$ cat config.mk
export PLATFORM = sky130hd
export DESIGN_NAME = max_stack_engine
export DESIGN_NICKNAME = d
export VERILOG_FILES = /design/src/design/mse_pkg.sv /design/src/design/mse_ram.sv /design/src/design/mse_scan.sv /design/src/design/max_stack_engine.sv
export SDC_FILE = /design/constraint.sdc
export NUM_CORES = 2
export LEC_CHECK = 0
export BUFFER_PORTS_ARGS = -buffer_cell sky130_fd_sc_hd__buf_2
export CORE_ASPECT_RATIO = 0.9
export CORE_MARGIN = 4
export CORE_UTILIZATION = 30
export CTS_BUF_LIST = sky130_fd_sc_hd__clkbuf_8
export CTS_CLUSTER_DIAMETER = 60
export DETAILED_ROUTE_END_ITERATION = 10
export PLACE_DENSITY_LB_ADDON = 0.2
export SLEW_MARGIN = 5
export SYNTH_ARGS = -nofsm -noshare
export SYNTH_HDL_FRONTEND = slang
export SYNTH_HIERARCHICAL = 1
export SYNTH_SLANG_ARGS = --single-unit
$ cat constraint.sdc
create_clock -name clk_i -period 15.8 [get_ports clk_i]
set_input_delay 0.79 -clock clk_i [delete_from_list [all_inputs] [get_ports clk_i]]
set_output_delay 0.79 -clock clk_i [all_outputs]
set_load 0.03 [all_outputs]
$ cat src/design/mse_pkg.sv
// ----------------------------------------------------------------------------
// mse_pkg
// Types and codes shared by the max stack engine modules.
// ----------------------------------------------------------------------------
package mse_pkg;

  localparam int unsigned WordW = 32;

  // operation codes
  localparam logic [1:0] OP_PUSH   = 2'd0;
  localparam logic [1:0] OP_POP    = 2'd1;
  localparam logic [1:0] OP_POPMAX = 2'd2;
  localparam logic [1:0] OP_PEEK   = 2'd3;

  // error codes
  localparam logic [1:0] ERR_NONE  = 2'd0;
  localparam logic [1:0] ERR_EMPTY = 2'd1;
  localparam logic [1:0] ERR_FULL  = 2'd2;

  typedef struct packed {
    logic [1:0]              opcode;
    logic signed [WordW-1:0] push_value;
  } mse_req_t;

  typedef struct packed {
    logic signed [WordW-1:0] removed_value;
    logic signed [WordW-1:0] top_value;
    logic signed [WordW-1:0] max_value;
    logic                    is_empty;
    logic [1:0]              op_error;
  } mse_rsp_t;

  // control from the sequencer to the maximum tracker
  typedef struct packed {
    logic clear;
    logic feed;
  } mse_scan_ctl_t;

endpackage

$ cat src/design/mse_ram.sv
// ----------------------------------------------------------------------------
// mse_ram
// Generic simple dual-port RAM: one write port, one registered read port.
// ----------------------------------------------------------------------------
module mse_ram #(
  parameter int unsigned Width = 32,
  parameter int unsigned Depth = 64,
  localparam int unsigned AddrW = (Depth > 1) ? $clog2(Depth) : 1
) (
  input  logic             clk_i,
  input  logic             we_i,
  input  logic [AddrW-1:0] waddr_i,
  input  logic [Width-1:0] wdata_i,
  input  logic             re_i,
  input  logic [AddrW-1:0] raddr_i,
  output logic [Width-1:0] rdata_o
);

  logic [Width-1:0] mem_q [Depth];
  logic [Width-1:0] rdata_q;

  always_ff @(posedge clk_i) begin
    if (we_i) begin
      mem_q[waddr_i] <= wdata_i;
    end
    if (re_i) begin
      rdata_q <= mem_q[raddr_i];
    end
  end

  assign rdata_o = rdata_q;

endmodule

$ cat src/design/mse_scan.sv
// ----------------------------------------------------------------------------
// mse_scan
// Running maximum over a stream of entries, latest of equal values wins.
// ----------------------------------------------------------------------------
module mse_scan
  import mse_pkg::*;
#(
  parameter int unsigned AddrW = 6
) (
  input  logic                    clk_i,
  input  logic                    rst_ni,
  input  mse_scan_ctl_t           ctl_i,
  input  logic signed [WordW-1:0] data_i,
  input  logic [AddrW-1:0]        idx_i,
  output logic signed [WordW-1:0] max_o,
  output logic [AddrW-1:0]        idx_o
);

  logic signed [WordW-1:0] best_q, best_d;
  logic [AddrW-1:0]        best_idx_q, best_idx_d;
  logic                    best_vld_q, best_vld_d;
  logic                    take;

  // ties go to the later entry, which sits nearer the top
  assign take = ctl_i.feed && (!best_vld_q || (data_i >= best_q));

  always_comb begin
    best_d     = take ? data_i : best_q;
    best_idx_d = take ? idx_i : best_idx_q;
    best_vld_d = best_vld_q;
    if (ctl_i.clear) begin
      best_vld_d = 1'b0;
    end else if (ctl_i.feed) begin
      best_vld_d = 1'b1;
    end
  end

  always_ff @(posedge clk_i or negedge rst_ni) begin
    if (!rst_ni) begin
      best_vld_q <= 1'b0;
    end else begin
      best_vld_q <= best_vld_d;
    end
  end

  always_ff @(posedge clk_i) begin
    best_q     <= best_d;
    best_idx_q <= best_idx_d;
  end

  assign max_o = best_d;
  assign idx_o = best_idx_d;

endmodule

$ cat src/design/max_stack_engine.sv
// ----------------------------------------------------------------------------
// max_stack_engine
// Bounded stack of signed words with push, pop, pop-maximum and peek.
// ----------------------------------------------------------------------------
// One request is handled at a time; each gives one response. Push, peek, any
// request that ends in an error and any pop that leaves the stack empty go
// from acceptance straight to the response register. Any other pop and
// pop-maximum go through the single-port-read entry memory: first, for a
// pop-maximum, the entries above the removed maximum move down one place to
// close the gap, then every entry left after the pop is read once to find
// the new maximum and top, the last read returning through the registered
// read port. Input stays stalled until the response has moved into the output
// register, so the next request can be accepted in the cycle after that. No
// clearing pass is needed after reset. A new request is taken while a
// response still waits in the output register.
module max_stack_engine
  import mse_pkg::*;
#(
  parameter int unsigned STACK_DEPTH = 64
) (
  input  logic     clk_i,
  input  logic     rst_ni,
  input  logic     in_valid_i,
  input  mse_req_t in_req_i,
  output logic     in_stall_o,
  output logic     out_valid_o,
  output mse_rsp_t out_rsp_o,
  input  logic     out_stall_i
);

  localparam int unsigned AddrW = (STACK_DEPTH > 1) ? $clog2(STACK_DEPTH) : 1;
  localparam int unsigned CntW  = $clog2(STACK_DEPTH + 1);
  localparam logic [CntW-1:0] CntFull = CntW'(STACK_DEPTH);
  localparam logic [CntW-1:0] CntOne  = CntW'(1);

  localparam logic [1:0] ST_IDLE   = 2'd0;
  localparam logic [1:0] ST_SHIFT  = 2'd1;
  localparam logic [1:0] ST_SCAN   = 2'd2;
  localparam logic [1:0] ST_FINISH = 2'd3;

  logic [1:0]              state_q, state_d;
  logic [CntW-1:0]         count_q, count_d;
  logic signed [WordW-1:0] top_q, top_d;
  logic signed [WordW-1:0] max_q, max_d;
  logic [AddrW-1:0]        max_idx_q, max_idx_d;
  logic signed [WordW-1:0] removed_q, removed_d;
  logic [1:0]              err_q, err_d;
  logic [AddrW-1:0]        wr_ptr_q, wr_ptr_d;
  logic [CntW-1:0]         scan_ptr_q, scan_ptr_d;
  logic                    rd_vld_q, rd_vld_d;
  logic [AddrW-1:0]        rd_idx_q, rd_idx_d;
  logic                    out_valid_q, out_valid_d;
  mse_rsp_t                out_q, out_d;

  logic                    in_fire;
  logic                    ram_we, ram_re;
  logic [AddrW-1:0]        ram_waddr, ram_raddr;
  logic [WordW-1:0]        ram_wdata, ram_rdata;
  logic signed [WordW-1:0] rdata_s;
  mse_scan_ctl_t           scan_ctl;
  logic signed [WordW-1:0] scan_max;
  logic [AddrW-1:0]        scan_idx;
  logic [CntW-1:0]         count_m1;

  assign in_stall_o = (state_q != ST_IDLE);
  assign in_fire    = in_valid_i && !in_stall_o;
  assign rdata_s    = $signed(ram_rdata);
  assign count_m1   = count_q - CntOne;

  mse_ram #(
    .Width (WordW),
    .Depth (STACK_DEPTH)
  ) u_ram (
    .clk_i   (clk_i),
    .we_i    (ram_we),
    .waddr_i (ram_waddr),
    .wdata_i (ram_wdata),
    .re_i    (ram_re),
    .raddr_i (ram_raddr),
    .rdata_o (ram_rdata)
  );

  mse_scan #(
    .AddrW (AddrW)
  ) u_scan (
    .clk_i  (clk_i),
    .rst_ni (rst_ni),
    .ctl_i  (scan_ctl),
    .data_i (rdata_s),
    .idx_i  (rd_idx_q),
    .max_o  (scan_max),
    .idx_o  (scan_idx)
  );

  always_comb begin
    state_d    = state_q;
    count_d    = count_q;
    top_d      = top_q;
    max_d      = max_q;
    max_idx_d  = max_idx_q;
    removed_d  = removed_q;
    err_d      = err_q;
    wr_ptr_d   = wr_ptr_q;
    scan_ptr_d = scan_ptr_q;
    rd_vld_d   = 1'b0;
    rd_idx_d   = rd_idx_q;
    ram_we     = 1'b0;
    ram_waddr  = wr_ptr_q;
    ram_wdata  = ram_rdata;
    ram_re     = 1'b0;
    ram_raddr  = scan_ptr_q[AddrW-1:0];
    scan_ctl   = '0;

    case (state_q)
      ST_IDLE: begin
        if (in_fire) begin
          removed_d  = '0;
          err_d      = ERR_NONE;
          scan_ptr_d = '0;
          scan_ctl.clear = 1'b1;
          state_d    = ST_FINISH;
          case (in_req_i.opcode)
            OP_PUSH: begin
              if (count_q == CntFull) begin
                err_d = ERR_FULL;
              end else begin
                ram_we    = 1'b1;
                ram_waddr = count_q[AddrW-1:0];
                ram_wdata = in_req_i.push_value;
                count_d   = count_q + CntOne;
                top_d     = in_req_i.push_value;
                if ((count_q == '0) || (in_req_i.push_value >= max_q)) begin
                  max_d     = in_req_i.push_value;
                  max_idx_d = count_q[AddrW-1:0];
                end
              end
            end
            OP_POP, OP_POPMAX: begin
              if (count_q == '0) begin
                err_d = ERR_EMPTY;
              end else begin
                count_d   = count_m1;
                removed_d = (in_req_i.opcode == OP_POP) ? top_q : max_q;
                if (count_m1 == '0) begin
                  top_d = '0;
                  max_d = '0;
                end else if ((in_req_i.opcode == OP_POPMAX) &&
                             (CntW'(max_idx_q) != count_m1)) begin
                  // close the gap: read the entry just above the maximum
                  ram_re    = 1'b1;
                  ram_raddr = max_idx_q + AddrW'(1);
                  wr_ptr_d  = max_idx_q;
                  state_d   = ST_SHIFT;
                end else begin
                  state_d = ST_SCAN;
                end
              end
            end
            OP_PEEK: begin
              err_d = ERR_NONE;
            end
            default: begin
              err_d = ERR_NONE;
            end
          endcase
        end
      end

      ST_SHIFT: begin
        ram_we    = 1'b1;
        ram_waddr = wr_ptr_q;
        ram_wdata = ram_rdata;
        wr_ptr_d  = wr_ptr_q + AddrW'(1);
        if (CntW'(wr_ptr_q) == count_m1) begin
          state_d = ST_SCAN;
        end else begin
          ram_re    = 1'b1;
          ram_raddr = wr_ptr_q + AddrW'(2);
        end
      end

      ST_SCAN: begin
        if (scan_ptr_q < count_q) begin
          ram_re     = 1'b1;
          ram_raddr  = scan_ptr_q[AddrW-1:0];
          rd_vld_d   = 1'b1;
          rd_idx_d   = scan_ptr_q[AddrW-1:0];
          scan_ptr_d = scan_ptr_q + CntOne;
        end
        if (rd_vld_q) begin
          scan_ctl.feed = 1'b1;
          if (CntW'(rd_idx_q) == count_m1) begin
            // last entry read is the top
            top_d     = rdata_s;
            max_d     = scan_max;
            max_idx_d = scan_idx;
            rd_vld_d  = 1'b0;
            state_d   = ST_FINISH;
          end
        end
      end

      ST_FINISH: begin
        if (!out_valid_q || !out_stall_i) begin
          state_d = ST_IDLE;
        end
      end

      default: begin
        state_d = ST_IDLE;
      end
    endcase
  end

  // response register: load on finish, drop once taken
  always_comb begin
    out_valid_d = out_valid_q;
    out_d       = out_q;
    if (out_valid_q && !out_stall_i) begin
      out_valid_d = 1'b0;
    end
    if ((state_q == ST_FINISH) && (!out_valid_q || !out_stall_i)) begin
      out_valid_d         = 1'b1;
      out_d.removed_value = removed_q;
      out_d.top_value     = top_q;
      out_d.max_value     = max_q;
      out_d.is_empty      = (count_q == '0);
      out_d.op_error      = err_q;
    end
  end

  always_ff @(posedge clk_i or negedge rst_ni) begin
    if (!rst_ni) begin
      state_q     <= ST_IDLE;
      count_q     <= '0;
      top_q       <= '0;
      max_q       <= '0;
      rd_vld_q    <= 1'b0;
      out_valid_q <= 1'b0;
    end else begin
      state_q     <= state_d;
      count_q     <= count_d;
      top_q       <= top_d;
      max_q       <= max_d;
      rd_vld_q    <= rd_vld_d;
      out_valid_q <= out_valid_d;
    end
  end

  always_ff @(posedge clk_i) begin
    max_idx_q  <= max_idx_d;
    removed_q  <= removed_d;
    err_q      <= err_d;
    wr_ptr_q   <= wr_ptr_d;
    scan_ptr_q <= scan_ptr_d;
    rd_idx_q   <= rd_idx_d;
    out_q      <= out_d;
  end

  assign out_valid_o = out_valid_q;
  assign out_rsp_o   = out_q;

`ifndef SYNTHESIS
  a_count_bound: assert property (@(posedge clk_i) disable iff (!rst_ni)
    count_q <= CntFull)
    else $error("entry count above stack depth");

  a_empty_zero: assert property (@(posedge clk_i) disable iff (!rst_ni)
    (state_q == ST_IDLE) && (count_q == '0) |-> (top_q == '0) && (max_q == '0))
    else $error("empty stack with nonzero top or maximum");

  a_scan_no_write: assert property (@(posedge clk_i) disable iff (!rst_ni)
    (state_q == ST_SCAN) |-> !ram_we)
    else $error("memory write during maximum scan");

  a_busy_after_accept: assert property (@(posedge clk_i) disable iff (!rst_ni)
    in_fire |=> (state_q != ST_IDLE))
    else $error("sequencer idle right after accepting a request");
`endif

endmodule

== Word level (Yosys, flattened, before mapping) ==
Memory sizes are Yosys's and may differ from the RTL's. A register that Yosys moved wholly into a read port is not among the register bits.
Cells that the tools add are included.

* Bits in registers: 272
* RAM bits: 2048
* Output and inout port bits: 101
* Word-level logic and storage cells: 184
* Memories: 1

{| class="wikitable"
|+ Memories
! memory !! depth !! width !! read ports !! clocked after Yosys merged registers in !! write ports !! line !! source
|-
| u_ram.mem_q || 64 || 32 || 1 || 1 || 1 || mse_ram.sv:19 || <nowiki>logic [Width-1:0] mem_q [Depth];</nowiki>
|}

* Add/subtract/negate cells: 6
* $lt $le $gt $ge: 3
* Equal/unequal tests: 30
* Multiplexer cells: 90
* Bitwise gates (word level): 1
* Reductions and logical operators: 33

{| class="wikitable"
|+ Operators by type and width
! cell !! number
|-
| $mux W32 || 17
|-
| $pmux W32 S2 || 4
|-
| $mux W6 || 22
|-
| $ge A32 B32 Y1 || 2
|-
| $pmux W6 S2 || 3
|-
| $mux W7 || 4
|-
| $pmux W7 S2 || 2
|-
| $ne A2 B2 Y1 const B || 13
|-
| $mux W1 || 24
|-
| $mux W2 || 10
|-
| $add A7 B1 Y7 const B || 2
|-
| $eq A6 B7 Y1 || 2
|-
| $logic_not A7 Y1 || 2
|-
| $add A6 B1 Y6 const B || 2
|-
| $ne A3 B3 Y1 const B || 4
|-
| $reduce_bool A2 Y1 || 6
|-
| $reduce_and A5 Y1 || 2
|-
| $reduce_and A9 Y1 || 1
|-
| $eq A2 B2 Y1 const B || 4
|-
| $pmux W2 S4 || 1
|-
| $reduce_and A8 Y1 || 1
|-
| $eq A7 B7 Y1 const B || 1
|-
| $lt A7 B7 Y1 || 1
|-
| $ne A6 B7 Y1 || 1
|-
| 18 further kinds || 32
|}

== Depth between registers and ports, before layout ==
* Depth in word-level cells: 9
* Depth in mapped cells: 21

== Cells and area by module ==
Netlist, hierarchy kept.

{| class="wikitable"
|+ Modules (own cells, without submodules)
! module !! times used !! cells each !! area an instance (um2) !! seq. area each (um2)
|-
| mse_ram || 1 || 3511 || 79359.9 || 62459.9
|-
| max_stack_engine || 1 || 1000 || 11576.1 || 6621.4
|-
| mse_scan || 1 || 201 || 2150.8 || 785.8
|}

== Worst setup path before layout ==
Ideal clock, no wire load.

* Path type: input-to-reg
* Start: in out_stall_i
* End: reg out_q, in the netlist out_rsp_o[0] (enable)
* Data arrival time: 7932 ps
* Slack: 7160 ps
* Stages: 1
* Buffers on the path: 0
* Path through: a21boi_0

* Cells in the longest elaborated chain, start to end: 3

{| class="wikitable"
|+ RTL lines
! what !! line !! source
|-
| from (decl) || max_stack_engine.sv:28 || <nowiki>input logic out_stall_i</nowiki>
|-
| $logic_not A1 Y1 || max_stack_engine.sv:222 || <nowiki>if ((state_q == ST_FINISH) && (!out_valid_q || !out_stall_i)) begin</nowiki>
|-
| $logic_or A1 B1 Y1 || max_stack_engine.sv:222 ||
|-
| $logic_and A1 B1 Y1 || max_stack_engine.sv:222 ||
|-
| to (signal assigned) || max_stack_engine.sv:257 || <nowiki>out_q <= out_d;</nowiki>
|-
| to (decl) || max_stack_engine.sv:53 || <nowiki>mse_rsp_t out_q, out_d;</nowiki>
|}

No other way between the ends.
A chain may end at the register's enable or synchronous reset.

== Final worst setup path ==
* Start: reg count_q[0]
* End: reg u_ram.rdata_q[22], in the netlist u_ram/rdata_o[22] (read register of u_ram.mem_q) (data pin)

* Cells in the longest elaborated chain, start to end: 9
* Elaborated cells on any way between the ends: 22
* Those cells by class: add/sub: 1; order compare: 1; eq/ne: 2; mux: 15; reduce/logical: 3

{| class="wikitable"
|+ RTL lines
! what !! line !! source
|-
| from (decl) || max_stack_engine.sv:42 || <nowiki>logic [CntW-1:0] count_q, count_d;</nowiki>
|-
| from (signal assigned) || max_stack_engine.sv:242 || <nowiki>count_q <= count_d;</nowiki>
|-
| $sub A7 B1 Y7 || max_stack_engine.sv:68 || <nowiki>assign count_m1 = count_q - CntOne;</nowiki>
|-
| $ne A6 B7 Y1 || max_stack_engine.sv:148 || <nowiki>(CntW'(max_idx_q) != count_m1)) begin</nowiki>
|-
| $logic_and A1 B1 Y1 || max_stack_engine.sv:147 || <nowiki>end else if ((in_req_i.opcode == OP_POPMAX) &&</nowiki>
|-
| $mux W6 || max_stack_engine.sv:147 ||
|-
| $mux W6 || max_stack_engine.sv:144 || <nowiki>if (count_m1 == '0) begin</nowiki>
|-
| $mux W6 || max_stack_engine.sv:139 || <nowiki>if (count_q == '0) begin</nowiki>
|-
| $mux W6 || max_stack_engine.sv:122 || <nowiki>case (in_req_i.opcode)</nowiki>
|-
| $mux W6 || max_stack_engine.sv:116 || <nowiki>if (in_fire) begin</nowiki>
|-
| $pmux W6 S2 (*) || max_stack_engine.sv:114 || <nowiki>case (state_q)</nowiki>
|-
| net ram_raddr[0] || max_stack_engine.sv:57 || <nowiki>logic [AddrW-1:0] ram_waddr, ram_raddr;</nowiki>
|-
| to (decl) || mse_ram.sv:20 || <nowiki>logic [Width-1:0] rdata_q;</nowiki>
|}

Mark *: on every way through the listed nets, which the timed path passes. The rest lies on a longest branch.

==> results by group <==
Global route
  • Largest net degree at the start of global routing: 115
  • Initial antenna violation count: 34
  • GR Overflow Total: 0
  • Total Routing Usage GR: 0.173
  • First-pass GRT wire length: 393,000 µm
  • Number of global-route vias before repair: 49,116

Power and ir drop
  • Overall power: 24.4 mW
  • Sw Ratio: 0.412
  • Sequential Power Share: 0.361
  • Pleak: 34.4 nW
  • Peak VDD IR: 0.242 mV
  • Part of the power in the clock network: 0.205
  • Net Sw Power: 10.1 mW
  • Pwr Density: between 200 and 250 mW/mm²
  • Logic pwr share: 0.435
  • Internal: between 10 and 15 mW

Place
  • RePlAce Congestion: slightly below 0.8
  • # port buffers: roughly 140
  • Placed Cells: between 8,000 and 9,000
  • Hpwl dp: ~160,000 µm

Logic synthesis
  • Seq/Total Area, Yosys: 0.751
  • Top cells by area, synth: edfxtp_1 72%, mux4_2 11%, mux2i_1 2.8%
  • Share of synthesized registers carrying an async set or reset: 0.0323
  • Post-synth top cells: 2,238 x edfxtp_1, 446 x mux4_2, 256 x mux2i_1, 195 x nand2_1, 190 x a22oi_1
  • #FFs+latches synth: 2,352
  • Synthesis Warnings: 6
  • Syn Nets: 4,837
  • Top FF cell, synth: edfxtp_1
  • Syn avg cell area: 19.8 µm²
  • Most frequent cell after synthesis: edfxtp_1
  • Synth Cell Area: 0.0931 mm²
  • Post-synthesis cell type count: 85
  • Synth top area share: 0.722
  • Largest area contributor in the netlist: edfxtp_1
  • Synth Instances: 4,712
  • Post-synth EDFFs: 2,238

Floorplan
  • Die height: roughly 540 µm
  • Row cnt: 193
  • Core Area: 0.308 mm²
  • Io pins: 139
  • Die Span X: 595 µm
  • Starting density of the core: 0.302
  • Die footprint: 0.319 mm²

Finish
  • Fraction of final layout cells sized beyond drive strength 1: 0.257
  • Non-Filler Instances: roughly 9,600
  • # fillers: 29,160
  • Nets@finish: 5,269
  • Layout area overhead: 14.4%
  • Sequential Area: around 0.07 mm²
  • Multi-input logic area: 0.0221 mm²
  • Core Util, Final: 0.345

Flow run
  • Max-cap check violation count: 0

Critical path
  • Max incr delay on CP: 840 ps
  • Type of origin of the critical path: flop
  • Crit-path max FO: approximately 110
  • Slowest-stage cell, CP: buf_4
  • Worst path cell trace: inv_1 > ha_1 > nor3b_1 > a21o_1 > nor4b_1 > a311oi_4 > nand2_4 > a211o_1 > a221o_4 > buf_12 > buf_4 > buf_4 > mux4_2 > mux2i_1 > mux2i_1 > a21oi_1 > a221oi_1
  • Worst path arrival time: a little under 9000 ps
  • Critical path's top delay family: buffers and inverters
  • CP required: 16,480 ps
  • Critical setup path kind: flop to flop
  • Crit path buffers/inverters: 4
  • Worst R2R Setup Slack: 7540 ps
  • Worst Setup End Kind: flop

Clock tree
  • Clock transition at path regs: 60 ps
  • Clk_lat worst skew: just over 1000 ps
  • Clk buf depth: 4
  • CTS sink count: 2,352
  • H-tree Lvls: 5
  • CTS tree: built
  • Cts bufs inserted: 402
  • CTS Root Buffer Type: clkbuf_8

Run status
  • Status: finished clean

Route
  • TritonRoute pass-1 iters: 6
  • Final ANT Viol Nets: 0
  • Vias post-DR: about 49,000
  • Residual DRC: 0
  • Avg Vias per Cell: 5.13
  • WL per Instance: 29.7 µm
  • DR iter-0 viols: 5,678
  • Total Routed Length: 284,000 µm

STA
  • Max-slew violations: 0
  • Final Setup Violations: 0
  • Clock Skew: around 90 ps
  • Fin crit share: 0.523
  • WHS: 156 ps
  • Post-layout min period: about 8300 ps
  • RSZ-0062 raised after global routing: no
  • Slew margin rel.: 0.0957
  • Final hold vios: 0
  • Least-Margin Pin Slew: 1350 ps
  • Fmax: 121 MHz
  • Setup TNS: 0 ps

Min path
  • Worst min path class: input pin to flop
-- logic make-up after synthesis --
family | after synthesis | share of synthesized area
buf+inv | 356 | 0.0210
compound gates | 586 | 0.0438
xor+xnor | 40 | 0.00406
mux | 744 | 0.141
fa+ha+maj | 87 | 0.0117
flops | 2352 | 0.751
simple gates | 547 | 0.0275
-- metal layers --
layer  track usage  up-vias  wire [µm]
li1              -    20253          -
met1         0.263    26291     132000
met2         0.259     2122     125000
met3        0.0325      375      22100
met4        0.0366        4       5200
met5             0        -         31
-- power groups by stage --
stage | Combinational, mW | Sequential, mW | Clock [mW]
after detailed placement | 10.7 | 8.92 | 0
final | 10.6 | 8.81 | 5.00
after CTS | 10.7 | 8.80 | 5.15
after floorplan | 6.37 | 8.86 | 0
after global placement | 10.7 | 8.92 | 0
after global routing | 11.3 | 8.84 | 5.46
-- cells in the final DEF, fill, tap and decap left out, types with 20 or more instances in the layout --
cell | Yosys | layout
mux2i_1 | 256 | 256
edfxtp_1 | 2238 | 2238
clkinv_1 | 1 | 109
a211oi_1 | 21 | 21
a21oi_1 | 78 | 78
mux2_4 | 20 | 20
mux2_2 | 21 | 21
clkbuf_8 | 0 | 409
clkinv_2 | 0 | 37
inv_1 | 90 | 209
a31oi_1 | 24 | 23
nand2_2 | 0 | 32
buf_4 | 29 | 149
dfxtp_1 | 38 | 38
nand3_1 | 58 | 58
ha_1 | 87 | 85
mux4_2 | 446 | 446
o22ai_1 | 43 | 43
a22oi_1 | 190 | 190
dfrtp_1 | 76 | 76
nor2_4 | 1 | 69
nand2_1 | 195 | 163
o21ai_0 | 89 | 87
xnor2_1 | 24 | 24
buf_2 | 58 | 137
nor2_1 | 155 | 86
-- sequential cells by signal (all words and copies together), names as in the netlist --
signal,flops
state_q,2
rd_vld_q,1
max_q,32
out_rsp_o,99
max_idx_q,6
u_scan/best_idx_q,6
u_ram/mem_q,2048
err_q,2
rd_idx_q,6
u_scan/best_q,32
out_valid_o,1
wr_ptr_q,6
top_q,32
u_scan/best_vld_q,1
count_q,7
scan_ptr_q,7
removed_q,32
u_ram/rdata_o,32
-- layout make-up --
cell class              instances  share of cell area
clock inverters               293              0.0139
clock buffers                 409              0.0529
diodes                         15            0.000353
multi-input cells            2004               0.207
flip-flops and latches       2352               0.656
repair buffers                292              0.0180
inverters                      92             0.00324
well taps                    4095              0.0481
-- worst paths after layout --
kind / cells past startpoint / to / startpoint
worst max-delay path: 17 / u_ram/rdata_o[22] / count_q[0]
worst min-delay path: 2 / out_valid_o / out_stall_i
worst max register to register: 17 / u_ram/rdata_o[22] / count_q[0]
worst min register to register: 0 / out_rsp_o[79] / removed_q[12]
max in group asynchronous: 3 / top_q[26] / rst_ni
min in group asynchronous: 2 / max_q[2] / rst_ni
-- per-stage QoR --
| stage | instance area, µm² | worst slack, ps |
|---|---|---|
| 2_1_floorplan | 93100 | 7160 |
| 5_1_grt | 106000 | 6870 |
| 4_1_cts | 106000 | 7400 |
| 3_5_place_dp | 99300 | 7410 |
| 3_3_place_gp | 99300 | 7540 |
| 6_report | 106000 | 7540 |
-- worst reg2reg max path, delay by kind of cell (launching register included) --
family,cells,cell delay [ps]
multiplexers,3,880
AND/OR/NAND/NOR,3,1390
buffers and inverters,4,2750
flip-flops,1,540
AO/OA/AOI/OAI,6,2060
adder cells (fa/ha/maj),1,390
-- timing repair --
action	in CTS	in global routing
hold endpoints to repair	23	0
hold buffers	1	0
resized for setup	0	0
setup buffers	0	0
Note: power is estimated with default switching activity, not from simulation.
